$ cat src/rtl/snrs_pkg.sv
// Shared types and constants for the SPI NOR request splitter.
// Used by the front classifier, the request queue, the walker and the top level.
`default_nettype none

package snrs_pkg;

  localparam int ADDR_W = 26;
  localparam int CAP_W  = 27;
  localparam int LEN_W  = 16;
  localparam int FADDR_W = 24;
  localparam int CMD_W  = 8;
  localparam int ERR_W  = 2;
  localparam int OP_W   = 2;

  // Flash geometry and request limits (powers of two for page and sector).
  localparam int PAGE_BYTES    = 256;
  localparam int SECTOR_BYTES  = 4096;
  localparam int MAX_REQ_BYTES = 8192;
  localparam int MAX_RES       = 33;

  localparam int PAGE_SHIFT   = $clog2(PAGE_BYTES);
  localparam int SECTOR_SHIFT = $clog2(SECTOR_BYTES);
  localparam int NEED_W       = LEN_W + 1;
  localparam int ROOM_W       = PAGE_SHIFT + 1;

  // Request queue between front and walker.
  localparam int QDEPTH = 2;
  localparam int QPTR_W = $clog2(QDEPTH);
  localparam int QCNT_W = $clog2(QDEPTH + 1);

  // Configuration port.
  localparam int PADDR_W = 3;
  localparam int PDATA_W = 32;
  localparam int REG_IDX_W = PADDR_W - 2;
  localparam logic [REG_IDX_W-1:0] REG_PART_PRESENT = REG_IDX_W'(0);
  localparam logic [REG_IDX_W-1:0] REG_CAPACITY     = REG_IDX_W'(1);

  localparam logic [OP_W-1:0] OP_READ  = 2'd0;
  localparam logic [OP_W-1:0] OP_PROG  = 2'd1;
  localparam logic [OP_W-1:0] OP_ERASE = 2'd2;
  localparam logic [OP_W-1:0] OP_NONE  = 2'd3;

  localparam logic [CMD_W-1:0] CMD_NONE  = 8'h00;
  localparam logic [CMD_W-1:0] CMD_READ  = 8'h03;
  localparam logic [CMD_W-1:0] CMD_PROG  = 8'h02;
  localparam logic [CMD_W-1:0] CMD_ERASE = 8'h20;

  localparam logic [ERR_W-1:0] ERR_NONE     = 2'd0;
  localparam logic [ERR_W-1:0] ERR_ABSENT   = 2'd1;
  localparam logic [ERR_W-1:0] ERR_LENGTH   = 2'd2;
  localparam logic [ERR_W-1:0] ERR_CAPACITY = 2'd3;

  typedef enum logic [1:0] {
    KIND_ERR,
    KIND_READ,
    KIND_PROG,
    KIND_ERASE
  } kind_t;

  // Classified request handed from front to walker.
  typedef struct packed {
    kind_t               kind;
    logic [ERR_W-1:0]    err;
    logic [CAP_W-1:0]    first;
    logic [CAP_W-1:0]    stop;
    logic [LEN_W-1:0]    len;
  } desc_t;

endpackage

`default_nettype wire

$ cat src/rtl/snrs_front.sv
// Front classifier: checks a request against the configuration and turns it
// into a descriptor for the queue. Depends on snrs_pkg.
`default_nettype none

module snrs_front (
  input  wire logic                          in_valid,
  input  wire logic [snrs_pkg::OP_W-1:0]     opcode,
  input  wire logic [snrs_pkg::ADDR_W-1:0]   address,
  input  wire logic [snrs_pkg::LEN_W-1:0]    length,
  input  wire logic                          part_present,
  input  wire logic [snrs_pkg::CAP_W-1:0]    capacity,
  input  wire logic                          q_full,
  output logic                               push,
  output snrs_pkg::desc_t                    desc
);

  localparam int SS = snrs_pkg::SECTOR_SHIFT;
  localparam int PS = snrs_pkg::PAGE_SHIFT;
  localparam int CW = snrs_pkg::CAP_W;
  localparam int NW = snrs_pkg::NEED_W;

  logic [CW-1:0]    lin_stop;
  logic [CW-1:0]    ers_sum;
  logic [CW-1:0]    ers_first;
  logic [CW-1:0]    ers_stop;
  logic [CW-SS-1:0] ers_need;
  logic [NW-1:0]    prg_sum;
  logic [NW-1:0]    need;
  logic [CW-1:0]    stop;
  logic             bad_len;

  always_comb begin
    lin_stop  = CW'(address) + CW'(length);
    ers_sum   = CW'(address) + CW'(length) + CW'(snrs_pkg::SECTOR_BYTES - 1);
    ers_stop  = {ers_sum[CW-1:SS], SS'(0)};
    ers_first = {1'b0, address[snrs_pkg::ADDR_W-1:SS], SS'(0)};
    ers_need  = ers_sum[CW-1:SS] - ers_first[CW-1:SS];
    prg_sum   = NW'(address[PS-1:0]) + NW'(length) + NW'(snrs_pkg::PAGE_BYTES - 1);
    bad_len   = (length == '0) ||
                (length > snrs_pkg::LEN_W'(snrs_pkg::MAX_REQ_BYTES));

    unique case (opcode)
      snrs_pkg::OP_PROG: begin
        need = prg_sum >> PS;
        stop = lin_stop;
      end
      snrs_pkg::OP_ERASE: begin
        need = NW'(ers_need);
        stop = ers_stop;
      end
      default: begin
        need = NW'(1);
        stop = lin_stop;
      end
    endcase

    desc.first = (opcode == snrs_pkg::OP_ERASE) ? ers_first : CW'(address);
    desc.stop  = stop;
    desc.len   = length;
    desc.err   = snrs_pkg::ERR_NONE;
    desc.kind  = snrs_pkg::KIND_ERR;

    // Error priority: absent part, bad length, too many transactions, capacity.
    priority if (!part_present) begin
      desc.err = snrs_pkg::ERR_ABSENT;
    end else if (bad_len || (need > NW'(snrs_pkg::MAX_RES))) begin
      desc.err = snrs_pkg::ERR_LENGTH;
    end else if (stop > capacity) begin
      desc.err = snrs_pkg::ERR_CAPACITY;
    end else begin
      unique case (opcode)
        snrs_pkg::OP_PROG:  desc.kind = snrs_pkg::KIND_PROG;
        snrs_pkg::OP_ERASE: desc.kind = snrs_pkg::KIND_ERASE;
        default:            desc.kind = snrs_pkg::KIND_READ;
      endcase
    end
  end

  // Drop the unused opcode without queuing anything.
  assign push = in_valid && !q_full && (opcode != snrs_pkg::OP_NONE);

endmodule

`default_nettype wire

$ cat src/rtl/snrs_queue.sv
// Short descriptor queue between the front classifier and the walker.
// Depends on snrs_pkg for the descriptor type and depth.
`default_nettype none

module snrs_queue (
  input  wire logic            clk,
  input  wire logic            rst_n,
  input  wire logic            push,
  input  wire snrs_pkg::desc_t push_desc,
  input  wire logic            pop,
  output logic                 full,
  output logic                 not_empty,
  output snrs_pkg::desc_t      head
);

  localparam int PW = snrs_pkg::QPTR_W;
  localparam int CNW = snrs_pkg::QCNT_W;

  snrs_pkg::desc_t  mem_r [snrs_pkg::QDEPTH];
  logic [PW-1:0]    wr_ptr_r, wr_ptr_nxt;
  logic [PW-1:0]    rd_ptr_r, rd_ptr_nxt;
  logic [CNW-1:0]   count_r, count_nxt;

  function automatic logic [PW-1:0] bump(input logic [PW-1:0] p);
    logic [PW-1:0] r;
    if (p == PW'(snrs_pkg::QDEPTH - 1)) begin
      r = '0;
    end else begin
      r = p + PW'(1);
    end
    return r;
  endfunction

  assign full      = (count_r == CNW'(snrs_pkg::QDEPTH));
  assign not_empty = (count_r != '0);
  assign head      = mem_r[rd_ptr_r];

  always_comb begin
    wr_ptr_nxt = push ? bump(wr_ptr_r) : wr_ptr_r;
    rd_ptr_nxt = pop ? bump(rd_ptr_r) : rd_ptr_r;
    count_nxt  = count_r + CNW'(push) - CNW'(pop);
  end

  always_ff @(posedge clk) begin
    if (!rst_n) begin
      wr_ptr_r <= '0;
      rd_ptr_r <= '0;
      count_r  <= '0;
    end else begin
      wr_ptr_r <= wr_ptr_nxt;
      rd_ptr_r <= rd_ptr_nxt;
      count_r  <= count_nxt;
    end
  end

  always_ff @(posedge clk) begin
    if (push) begin
      mem_r[wr_ptr_r] <= push_desc;
    end
  end

endmodule

`default_nettype wire

$ cat src/rtl/snrs_walker.sv
// Walker: takes one descriptor at a time from the queue and emits its flash
// transactions, one per cycle unless stalled, into the output register. Depends on snrs_pkg.
`default_nettype none

module snrs_walker (
  input  wire logic                              clk,
  input  wire logic                              rst_n,
  input  wire logic                              q_not_empty,
  input  wire snrs_pkg::desc_t                   q_head,
  output logic                                   q_pop,
  output logic                                   out_valid,
  input  wire logic                              out_stall,
  output logic [snrs_pkg::CMD_W-1:0]             out_command,
  output logic [snrs_pkg::FADDR_W-1:0]           out_flash_address,
  output logic [snrs_pkg::LEN_W-1:0]             out_byte_count,
  output logic                                   out_write_enable_first,
  output logic                                   out_poll_until_idle,
  output logic [snrs_pkg::ERR_W-1:0]             out_error,
  output logic                                   out_last
);

  localparam int CW = snrs_pkg::CAP_W;
  localparam int LW = snrs_pkg::LEN_W;
  localparam int PS = snrs_pkg::PAGE_SHIFT;
  localparam int RW = snrs_pkg::ROOM_W;

  typedef enum logic {
    ST_IDLE,
    ST_RUN
  } state_t;

  state_t                      state_r;
  snrs_pkg::kind_t             kind_r;
  logic [snrs_pkg::ERR_W-1:0]  err_r;
  logic [CW-1:0]               cur_r, cur_nxt;
  logic [CW-1:0]               stop_r;
  logic [LW-1:0]               left_r, left_nxt;
  logic                        out_valid_r;
  logic [snrs_pkg::CMD_W-1:0]  cmd_r, cmd_nxt;
  logic [snrs_pkg::FADDR_W-1:0] faddr_r;
  logic [LW-1:0]               count_r, count_nxt;
  logic                        flags_r, flags_nxt;
  logic [snrs_pkg::ERR_W-1:0]  oerr_r, oerr_nxt;
  logic                        last_r, last_nxt;

  logic                        slot_free;
  logic                        emit;
  logic [RW-1:0]               room;
  logic                        fits;
  logic [LW-1:0]               chunk;
  logic [CW-1:0]               ers_next;

  assign slot_free = !out_valid_r || !out_stall;
  assign emit      = (state_r == ST_RUN) && slot_free;
  assign q_pop     = (state_r == ST_IDLE) && q_not_empty;

  always_comb begin
    room     = RW'(snrs_pkg::PAGE_BYTES) - RW'(cur_r[PS-1:0]);
    fits     = left_r <= LW'(room);
    chunk    = fits ? left_r : LW'(room);
    ers_next = cur_r + CW'(snrs_pkg::SECTOR_BYTES);

    cur_nxt   = cur_r;
    left_nxt  = left_r;
    cmd_nxt   = snrs_pkg::CMD_NONE;
    count_nxt = '0;
    flags_nxt = 1'b0;
    oerr_nxt  = snrs_pkg::ERR_NONE;
    last_nxt  = 1'b1;

    unique case (kind_r)
      snrs_pkg::KIND_ERR: begin
        oerr_nxt = err_r;
      end
      snrs_pkg::KIND_READ: begin
        cmd_nxt   = snrs_pkg::CMD_READ;
        count_nxt = left_r;
      end
      snrs_pkg::KIND_PROG: begin
        cmd_nxt   = snrs_pkg::CMD_PROG;
        count_nxt = chunk;
        flags_nxt = 1'b1;
        last_nxt  = fits;
        cur_nxt   = cur_r + CW'(chunk);
        left_nxt  = left_r - chunk;
      end
      snrs_pkg::KIND_ERASE: begin
        cmd_nxt   = snrs_pkg::CMD_ERASE;
        flags_nxt = 1'b1;
        last_nxt  = ers_next >= stop_r;
        cur_nxt   = ers_next;
      end
    endcase
  end

  always_ff @(posedge clk) begin
    if (!rst_n) begin
      state_r     <= ST_IDLE;
      out_valid_r <= 1'b0;
    end else begin
      unique case (state_r)
        ST_IDLE: begin
          if (q_not_empty) begin
            state_r <= ST_RUN;
          end
        end
        ST_RUN: begin
          if (emit && last_nxt) begin
            state_r <= ST_IDLE;
          end
        end
      endcase
      if (emit) begin
        out_valid_r <= 1'b1;
      end else if (!out_stall) begin
        out_valid_r <= 1'b0;
      end
    end
  end

  // Walk registers and output payload need no reset.
  always_ff @(posedge clk) begin
    if (q_pop) begin
      kind_r <= q_head.kind;
      err_r  <= q_head.err;
      cur_r  <= q_head.first;
      stop_r <= q_head.stop;
      left_r <= q_head.len;
    end else if (emit) begin
      cur_r  <= cur_nxt;
      left_r <= left_nxt;
    end
    if (emit) begin
      cmd_r   <= cmd_nxt;
      faddr_r <= (kind_r == snrs_pkg::KIND_ERR) ? '0 : cur_r[snrs_pkg::FADDR_W-1:0];
      count_r <= count_nxt;
      flags_r <= flags_nxt;
      oerr_r  <= oerr_nxt;
      last_r  <= last_nxt;
    end
  end

  assign out_valid              = out_valid_r;
  assign out_command            = cmd_r;
  assign out_flash_address      = faddr_r;
  assign out_byte_count         = count_r;
  assign out_write_enable_first = flags_r;
  assign out_poll_until_idle    = flags_r;
  assign out_error              = oerr_r;
  assign out_last               = last_r;

endmodule

`default_nettype wire

$ cat src/rtl/spi_nor_request_splitter_top.sv
// SPI NOR request splitter, top level: configuration registers, front
// classifier, request queue and walker. Depends on snrs_pkg and the snrs_* modules.
//
// Usage: a flash request (opcode, address, length) enters on the in_ channel
// when in_valid is high and in_stall low. Each request yields a run of SPI
// transactions on the out_ channel, the final one flagged by out_last; a
// rejected request yields a single result carrying the error code, and
// opcode 3 yields nothing. The APB port holds part_present (offset 0) and
// capacity_bytes (offset 4); write it only while the block is idle.
// Timing: the front classifies a request combinationally and writes it into
// the queue when it is accepted; the walker pops it from the queue when idle
// and then emits one transaction per cycle while the output is not stalled.
// A request yields up to 33 results (MAX_RES, e.g. a 33-page program), and
// the walker returns to idle before it takes the next one. Two classified
// requests can wait in the queue; in_stall rises while it is full.
// Reset clears the registers, the queue and the output valid. When out_stall
// is high a valid result holds and the walker pauses.
`default_nettype none

module spi_nor_request_splitter_top (
  input  wire logic                                clk,
  input  wire logic                                rst_n,
  input  wire logic                                in_valid,
  output logic                                     in_stall,
  input  wire logic [snrs_pkg::OP_W-1:0]           in_opcode,
  input  wire logic [snrs_pkg::ADDR_W-1:0]         in_address,
  input  wire logic [snrs_pkg::LEN_W-1:0]          in_length,
  output logic                                     out_valid,
  input  wire logic                                out_stall,
  output logic [snrs_pkg::CMD_W-1:0]               out_command,
  output logic [snrs_pkg::FADDR_W-1:0]             out_flash_address,
  output logic [snrs_pkg::LEN_W-1:0]               out_byte_count,
  output logic                                     out_write_enable_first,
  output logic                                     out_poll_until_idle,
  output logic [snrs_pkg::ERR_W-1:0]               out_error,
  output logic                                     out_last,
  input  wire logic                                psel,
  input  wire logic                                penable,
  input  wire logic                                pwrite,
  input  wire logic [snrs_pkg::PADDR_W-1:0]        paddr,
  input  wire logic [snrs_pkg::PDATA_W-1:0]        pwdata,
  output logic [snrs_pkg::PDATA_W-1:0]             prdata,
  output logic                                     pready
);

  localparam int CW = snrs_pkg::CAP_W;
  localparam int DW = snrs_pkg::PDATA_W;

  logic                               part_present_r;
  logic [CW-1:0]                      capacity_r;
  logic                               reg_wr;
  logic [snrs_pkg::REG_IDX_W-1:0]     reg_idx;

  logic                               push;
  snrs_pkg::desc_t                    push_desc;
  logic                               q_full;
  logic                               q_not_empty;
  logic                               q_pop;
  snrs_pkg::desc_t                    q_head;

  assign pready  = 1'b1;
  assign reg_wr  = psel && penable && pwrite && pready;
  assign reg_idx = paddr[snrs_pkg::PADDR_W-1:2];
  assign prdata  = (reg_idx == snrs_pkg::REG_CAPACITY) ? DW'(capacity_r)
                                                       : DW'(part_present_r);

  always_ff @(posedge clk) begin
    if (!rst_n) begin
      part_present_r <= 1'b0;
      capacity_r     <= '0;
    end else if (reg_wr) begin
      unique case (reg_idx)
        snrs_pkg::REG_PART_PRESENT: part_present_r <= pwdata[0];
        snrs_pkg::REG_CAPACITY:     capacity_r     <= pwdata[CW-1:0];
      endcase
    end
  end

  assign in_stall = q_full;

  snrs_front u_front (
    .in_valid     (in_valid),
    .opcode       (in_opcode),
    .address      (in_address),
    .length       (in_length),
    .part_present (part_present_r),
    .capacity     (capacity_r),
    .q_full       (q_full),
    .push         (push),
    .desc         (push_desc)
  );

  snrs_queue u_queue (
    .clk       (clk),
    .rst_n     (rst_n),
    .push      (push),
    .push_desc (push_desc),
    .pop       (q_pop),
    .full      (q_full),
    .not_empty (q_not_empty),
    .head      (q_head)
  );

  snrs_walker u_walker (
    .clk                    (clk),
    .rst_n                  (rst_n),
    .q_not_empty            (q_not_empty),
    .q_head                 (q_head),
    .q_pop                  (q_pop),
    .out_valid              (out_valid),
    .out_stall              (out_stall),
    .out_command            (out_command),
    .out_flash_address      (out_flash_address),
    .out_byte_count         (out_byte_count),
    .out_write_enable_first (out_write_enable_first),
    .out_poll_until_idle    (out_poll_until_idle),
    .out_error              (out_error),
    .out_last               (out_last)
  );

  localparam int SW = snrs_pkg::LEN_W + 1;
  localparam int PS = snrs_pkg::PAGE_SHIFT;

  // An error result stands alone and carries no command.
  a_error_alone: assert property (@(posedge clk) disable iff (!rst_n)
    out_valid && (out_error != snrs_pkg::ERR_NONE) |->
      (out_command == snrs_pkg::CMD_NONE) && out_last && !out_write_enable_first)
    else $error("error result is not a lone empty transaction");

  // A page program never crosses a page boundary and is never empty.
  a_prog_in_page: assert property (@(posedge clk) disable iff (!rst_n)
    out_valid && (out_command == snrs_pkg::CMD_PROG) |->
      (out_byte_count != '0) &&
      ((SW'(out_flash_address[PS-1:0]) + SW'(out_byte_count)) <=
       SW'(snrs_pkg::PAGE_BYTES)))
    else $error("program transaction crosses a page");

  // Program and erase transactions carry write enable and poll together.
  a_flags: assert property (@(posedge clk) disable iff (!rst_n)
    out_valid && ((out_command == snrs_pkg::CMD_PROG) ||
                  (out_command == snrs_pkg::CMD_ERASE)) |->
      out_write_enable_first && out_poll_until_idle)
    else $error("program or erase without write enable and poll");

  // A write to the presence register takes effect on the next cycle.
  a_cfg_write: assert property (@(posedge clk) disable iff (!rst_n)
    rst_n && reg_wr && (reg_idx == snrs_pkg::REG_PART_PRESENT) |=>
      (part_present_r == $past(pwdata[0])))
    else $error("presence register write lost");

endmodule

`default_nettype wire
$ cat config.mk
export PLATFORM = sky130hd
export DESIGN_NAME = spi_nor_request_splitter_top
export DESIGN_NICKNAME = d
export VERILOG_FILES = /design/src/rtl/snrs_pkg.sv /design/src/rtl/snrs_front.sv /design/src/rtl/snrs_queue.sv /design/src/rtl/snrs_walker.sv /design/src/rtl/spi_nor_request_splitter_top.sv
export SDC_FILE = /design/constraint.sdc
export NUM_CORES = 1
export LEC_CHECK = 0
export ABC_AREA = 1
export BUFFER_PORTS_ARGS = -buffer_cell sky130_fd_sc_hd__buf_2
export CAP_MARGIN = 10
export CORE_ASPECT_RATIO = 0.6
export CORE_MARGIN = 1.5
export CORE_UTILIZATION = 50
export CTS_CLUSTER_DIAMETER = 60
export DETAILED_ROUTE_END_ITERATION = 16
export HOLD_SLACK_MARGIN = 0.05
export PLACE_DENSITY_LB_ADDON = 0.1
export REMOVE_ABC_BUFFERS = 1
export SYNTH_ARGS = -nofsm -noshare
export SYNTH_HDL_FRONTEND = slang
export SYNTH_HIERARCHICAL = 1
export SYNTH_SLANG_ARGS = --single-unit
export TNS_END_PERCENT = 1
$ cat constraint.sdc
create_clock -name clk -period 6.4 [get_ports clk]
set_input_delay 0 -clock clk [delete_from_list [all_inputs] [get_ports clk]]
set_output_delay 0 -clock clk [all_outputs]
set_load 0.02 [all_outputs]
==> After elaboration in Yosys (flattened, before gate mapping) <==
Memory sizes are Yosys's and may differ from the RTL's. A register that Yosys moved wholly into a read port is not among the register bits.
Index checks and enable logic that the tools add are counted.
{ "classes": {"n_lt_le_gt_ge": 5, "n_eq_ne": 8, "n_mux": 33, "n_addsub": 13, "n_reduce_logical": 24, "n_bitwise": 2} }
{ "ops": {"columns": ["cell", "n"], "rows": [
  ["$mux W27", 4],
  ["$mux W16", 4],
  ["$pmux W27 S2", 1],
  ["$pmux W16 S2", 1],
  ["$pmux W15 S2", 1],
  ["$add A26 B16 Y27", 1],
  ["$add A27 B12 Y27 const B", 1],
  ["$add A27 B13 Y27 const B", 1],
  ["$add A27 B16 Y27", 1],
  ["$ge A27 B27 Y1", 1],
  ["$gt A27 B27 Y1", 1],
  ["$pmux W6 S3", 1],
  ["$add A17 B8 Y17 const B", 1],
  ["$add A8 B16 Y17", 1],
  ["$gt A16 B14 Y1 const B", 1],
  ["$le A16 B9 Y1", 1],
  ["$logic_not A16 Y1", 1],
  ["$sub A16 B16 Y16", 1],
  ["$gt A15 B6 Y1 const B", 1],
  ["$sub A15 B14 Y15", 1],
  ["$mux W12", 1],
  ["$mux W2", 6],
  ["$mux W1", 11],
  ["$sub A9 B8 Y9 const A", 1],
  ["other kinds (18)", 40]
]} }
{ "totals": {"ramBits": 146, "reg_bits": 160, "mem_count": 1, "out_inout_bits": 88} }
{ "memory_table": {"columns": ["name", "words", "word_bits", "rd", "rd_ports_with_merged_regs", "wr", "line_no", "source"], "rows": [
  ["u_queue.mem_r", 2, 73, 1, 1, 1, "snrs_queue.sv:19", "snrs_pkg::desc_t mem_r [snrs_pkg::QDEPTH];"]
]} }

==> Logic depth before layout (Yosys ltp) <==
{ "depth": {"word_depth": 8, "ltp_mapped": 37, "ltp_nobuf": 36} }

==> Cells and area by module <==
The synthesis kept the hierarchy.
{ "modules_own_cells": {"columns": ["module", "cells_per_inst", "area_per_inst_um2", "seq_area_each_um2", "instances"], "rows": [
  ["snrs_walker", 1034, 8409.3, 3673.5, 1],
  ["snrs_queue", 263, 5811.8, 4544.4, 1],
  ["snrs_front", 925, 4850.9, 0.0, 1],
  ["spi_nor_request_splitter_top", 250, 1569.0, 560.5, 1]
]} }

==> Worst setup path after synthesis <==
Ideal clock, no wire load.
{ "synth_timing": {"kind": "reg-to-reg", "startpoint": "reg u_queue.count_r[1]", "endpoint": "mem u_queue/mem_r[0][0] in the netlist's numbering (enable)", "arrival_time_ns": 4.017, "setup_slack_ns": 1.876, "stages_incl_launch_ff": 6, "synth_period_minus_slack_ns": 4.524, "cell_sequence": "dfxtp_1 > inv_1 > nor2_1 > nor3b_1 > inv_1 > nor2_1"} }
{ "synth_via": {"elab_chain_len": 6} }
{ "synth_rtl": {"columns": ["element", "line_no", "source"], "rows": [
  ["from (decl)", "snrs_queue.sv:22", "logic [CNW-1:0] count_r, count_nxt;"],
  ["from (signal assigned)", "snrs_queue.sv:52", "count_r <= count_nxt;"],
  ["$eq A2 B2 Y1", "snrs_queue.sv:34", "assign full = (count_r == CNW'(snrs_pkg::QDEPTH));"],
  ["net in_stall", "spi_nor_request_splitter_top.sv:24", "output logic in_stall,"],
  ["$logic_not A1 Y1", "snrs_front.sv:80", "assign push = in_valid && !q_full && (opcode != snrs_pkg::OP_NONE);"],
  ["$logic_and A1 B1 Y1 (2 in a row)", "snrs_front.sv:80", null],
  ["net push", "spi_nor_request_splitter_top.sv:54", "logic push;"],
  ["$mux W1", "snrs_queue.sv:57", "if (push) begin"],
  ["$mux W1 (not written as such)", "snrs_queue.sv:58", "mem_r[wr_ptr_r] <= push_desc;"],
  ["to (decl)", "snrs_queue.sv:19", null]
]} }
The timed path passes the listed nets, and every way through them passes these cells.

==> impl_summary.log <==
INFO  metric most-common-layout-cells = 621 x sky130_fd_sc_hd__nand2_1, 414 x sky130_fd_sc_hd__inv_1, 269 x sky130_fd_sc_hd__edfxtp_1
INFO  metric startpoint = in_address[0]
INFO  metric route.detailed.drc = 0
INFO  metric detailedPlace.worstSlack = 1.41 ns
INFO  metric fin_crit = 5.08 ns
INFO  metric cell_family_contributing_the_most_delay_on_the_critical_path = simple AND/OR/NAND/NOR gates
INFO  metric worstPathRequired = 6.69 ns
INFO  metric clock_skew = 0.0202 ns
INFO  metric post_cts_buffers = 0
INFO  metric insertedDiodeCount = 0
INFO  metric floorplan.die_area = 0.0425 mm^2
INFO  metric hold_violations = 0
INFO  metric grt_antenna_before_repair = 2
INFO  metric clk_path_buf_depth = 3
INFO  metric nNetsFinal = 2942
INFO  metric cts_sinks = 304
INFO  metric totalPowerFinal = 10.6 mW
INFO  metric tritoncts_clock_tree = yes
INFO  metric antenna_left = 0
INFO  metric syn_area = 0.0206 mm^2
INFO  metric synth-seq-area-share = 0.425
INFO  metric synth_enable_flop_cells = 269
INFO  metric reg2reg_from = u_walker/cur_r[0]
INFO  metric max-slew-margin-rel = 0.265
INFO  metric clkLatencyLatePin = 0.54 ns
INFO  metric drt_first_iter_violations = 1693
INFO  metric report.final.slew_viol_count = 0
INFO  metric mostFrequentLayoutCell = sky130_fd_sc_hd__nand2_1
INFO  metric ys.warnings.count = 6
INFO  metric core_area = 0.0406 mm^2
INFO  metric static-leakage-power = 11.4 nW
INFO  metric tns = 0 ns
INFO  metric irDropWorstVdd = 0.000271 V
INFO  metric placed_cell_count = 3095
INFO  metric finalWorstSetupSlack = 1.32 ns
INFO  metric max_cap_viol_count = 0
INFO  metric drt-wirelength-per-cell = 18.0 um
INFO  metric status = completed
INFO  metric via_count = 17.0k
INFO  metric seqCellArea = 0.00878 mm^2
INFO  metric timing.setup.critical_path_class = primary input to flop
INFO  metric rr_worst_depth = 27
INFO  metric synth_top_flop_cell = sky130_fd_sc_hd__edfxtp_1
INFO  metric fmax = 0.197 GHz
INFO  metric floorplan.initialDensity = 0.509
INFO  metric combined_area_of_the_multi_input_logic_cells = 0.00974 mm^2
INFO  metric cts_htree_levels = 2
INFO  metric drt_first_pass_iters = 5
INFO  metric routed_wl = 58.9 mm
INFO  metric cts_root_buffer = sky130_fd_sc_hd__clkbuf_16
INFO  metric area_delta_synth_final = 15.4%
INFO  metric yosysUniqueCellTypes = 56
INFO  metric std_cell_rows = 57
INFO  metric critical_path.most_common_cell = sky130_fd_sc_hd__nand2_1
INFO  metric grt_remaining_overflow = 0
INFO  metric rrSetupSlack = 1.48 ns
INFO  metric global_route.usage.total = 0.275
INFO  metric finish.cell_count_without_fillers = 3263
INFO  metric final.hold.worst_slack = 0.0607 ns
INFO  metric path_max_fanout = 6
INFO  metric grt_start_max_net_pins = 65
INFO  metric number_of_synthesized_register_bits = 304
INFO  metric worst_pin_slew = 1.10 ns
INFO  metric layout-drive-gt1-share = 0.138
INFO  metric placedInstanceArea = 0.0216 mm^2
INFO  metric floorplan.io_pins = 174
INFO  metric clock_input_transition_at_the_sequential_cells_of_the_worst_setup_and_hold_paths = 0.06 ns
INFO  metric crit_path_start_kind = primary input
INFO  metric gp_congestion = 0.968
INFO  metric crit_slowest_cell = sky130_fd_sc_hd__o21ai_0
INFO  metric worst-path-buf-inv = 2
INFO  metric final_util = 0.587
INFO  metric post_synth.cell_area_avg = 8.35 um^2
INFO  metric grt_pass1_wl = 89.7 mm
INFO  metric fillerInstances = 3637
INFO  metric dp_hpwl = 45.4 mm
INFO  metric path_depth = 27
INFO  metric asyncSetResetFlopFracSynth = 0
INFO  metric vias_per_cell = 5.21
INFO  metric worst_reg2reg_endpoint = u_walker/cur_r[20]
INFO  metric portBuffers = 155
INFO  metric crit_path_end_kind = flop
INFO  metric die_h = 160 um
INFO  metric syn_inst = 2472
INFO  metric setup_violations_final = 0
INFO  metric dieWidth = 265 um
INFO  metric critical-path-max-stage-delay = 0.73 ns
INFO  metric cts_made_buffers = 34
INFO  metric crit_arrival = 5.37 ns
INFO  metric setup.worst_path.end = u_queue/mem_r[0][73]
INFO  metric min-delay-path-class = primary input to flop
INFO  metric via_count_of_the_first_global_routing_pass = 15.9k
INFO  metric finalCritPeriodShare = 0.793
INFO  metric pwr_density_cell = 444 mW/mm^2
INFO  metric setup_repair_after_global_routing_missed_its_margin = no
INFO  metric fin_area = 0.0238 mm^2
==> what timing repair did <==
item | CTS | global route
gates resized for setup | 0 | 0
hold buffers | 106 | 0
hold endpoints to repair | 115 | 0
==> cells in the mapped netlist, types with 14 or more instances <==
library cell               instances  share of area
sky130_fd_sc_hd__edfxtp_1        269           0.39
sky130_fd_sc_hd__xor2_1           28          0.012
sky130_fd_sc_hd__mux2_4           60          0.044
sky130_fd_sc_hd__nand4_1          37          0.011
sky130_fd_sc_hd__nand2_1         621           0.11
sky130_fd_sc_hd__ha_1            146          0.089
sky130_fd_sc_hd__mux2_2           14         0.0076
sky130_fd_sc_hd__dfxtp_1          35          0.034
sky130_fd_sc_hd__nand2_2          24         0.0073
sky130_fd_sc_hd__nand3_2          16         0.0078
sky130_fd_sc_hd__buf_4            47          0.017
sky130_fd_sc_hd__nand3_1         165          0.040
sky130_fd_sc_hd__inv_1           416          0.076
sky130_fd_sc_hd__clkbuf_1         17         0.0031
sky130_fd_sc_hd__o21ai_0          77          0.019
sky130_fd_sc_hd__nor3_1           23         0.0056
sky130_fd_sc_hd__a21oi_1          98          0.024
sky130_fd_sc_hd__nor2_1          240          0.044
==> worst min-delay path by stage <==
stage | endpoint | slack, ns | startpoint | cells after the start
finish | u_queue/wr_ptr_r | 0.06 | in_opcode[1] | 5
global route | u_queue/wr_ptr_r | 0.14 | in_opcode[1] | 5
CTS | u_queue/wr_ptr_r | 0.06 | in_opcode[1] | 5
detailed placement | u_queue/mem_r[1][0] | 0.24 | in_length[0] | 1
global placement | u_queue/mem_r[1][0] | 0.24 | in_length[0] | 1
floorplan | u_queue/count_r[0] | 0.09 | rst_n | 2
==> report_power, final <==
group	internal (mW)	switching (mW)
sequential	3.00	0.372
combinational	1.78	3.42
clock	1.16	0.846
==> worst min-delay path, delay by kind of cell <==
family                   cells  cell delay [ns]
adder cells (fa/ha/maj)      1             0.20
buffers and inverters        1             0.10
AND/OR/NAND/NOR              3             0.25
==> registers in the layout, summed over array words and instances (netlist names), 2 cells and up, named ones only <==
name	count
u_walker/cur_r	27
u_walker/kind_r	2
u_walker/out_flash_address	24
u_walker/stop_r	27
u_walker/err_r	2
u_walker/out_byte_count	16
u_walker/left_r	16
u_walker/out_error	2
capacity_r	27
u_walker/out_command	3
u_queue/mem_r	148
u_queue/count_r	2
==> final cells by class <==
type	instances	share of cell area
Sequential cell	304	0.369
Tap cell	531	0.0279
Multi-Input combinational cell	1673	0.409
Clock buffer	42	0.0383
Clock inverter	20	0.00919
Inverter	421	0.0664
Timing Repair Buffer	272	0.0806
==> routing by layer <==
layer  track usage  routed length (um)  vias to the layer above
li1              -                   -                     8470
met1         0.433               30100                     7911
met2         0.389               23300                      550
met3        0.0511                4390                       73
met4        0.0592                1100                        0
met5             0                   0                        -
==> cells by family (layout without fill, tap and decap cells) <==
group / count (synthesis) / count (layout) / synth area share
muxes: 74 / 74 / 0.0513
buffers and inverters: 509 / 755 / 0.106
and+or+nand+nor: 1178 / 1178 / 0.250
DFF: 304 / 304 / 0.425
other: 4 / 18 / 0.000727
xor gates and xnor gates: 39 / 39 / 0.0176
AOI/OAI and AO/OA: 214 / 214 / 0.0567
adders and majority gates: 150 / 150 / 0.0924
No activity file was read; power rests on OpenSTA's default activity.
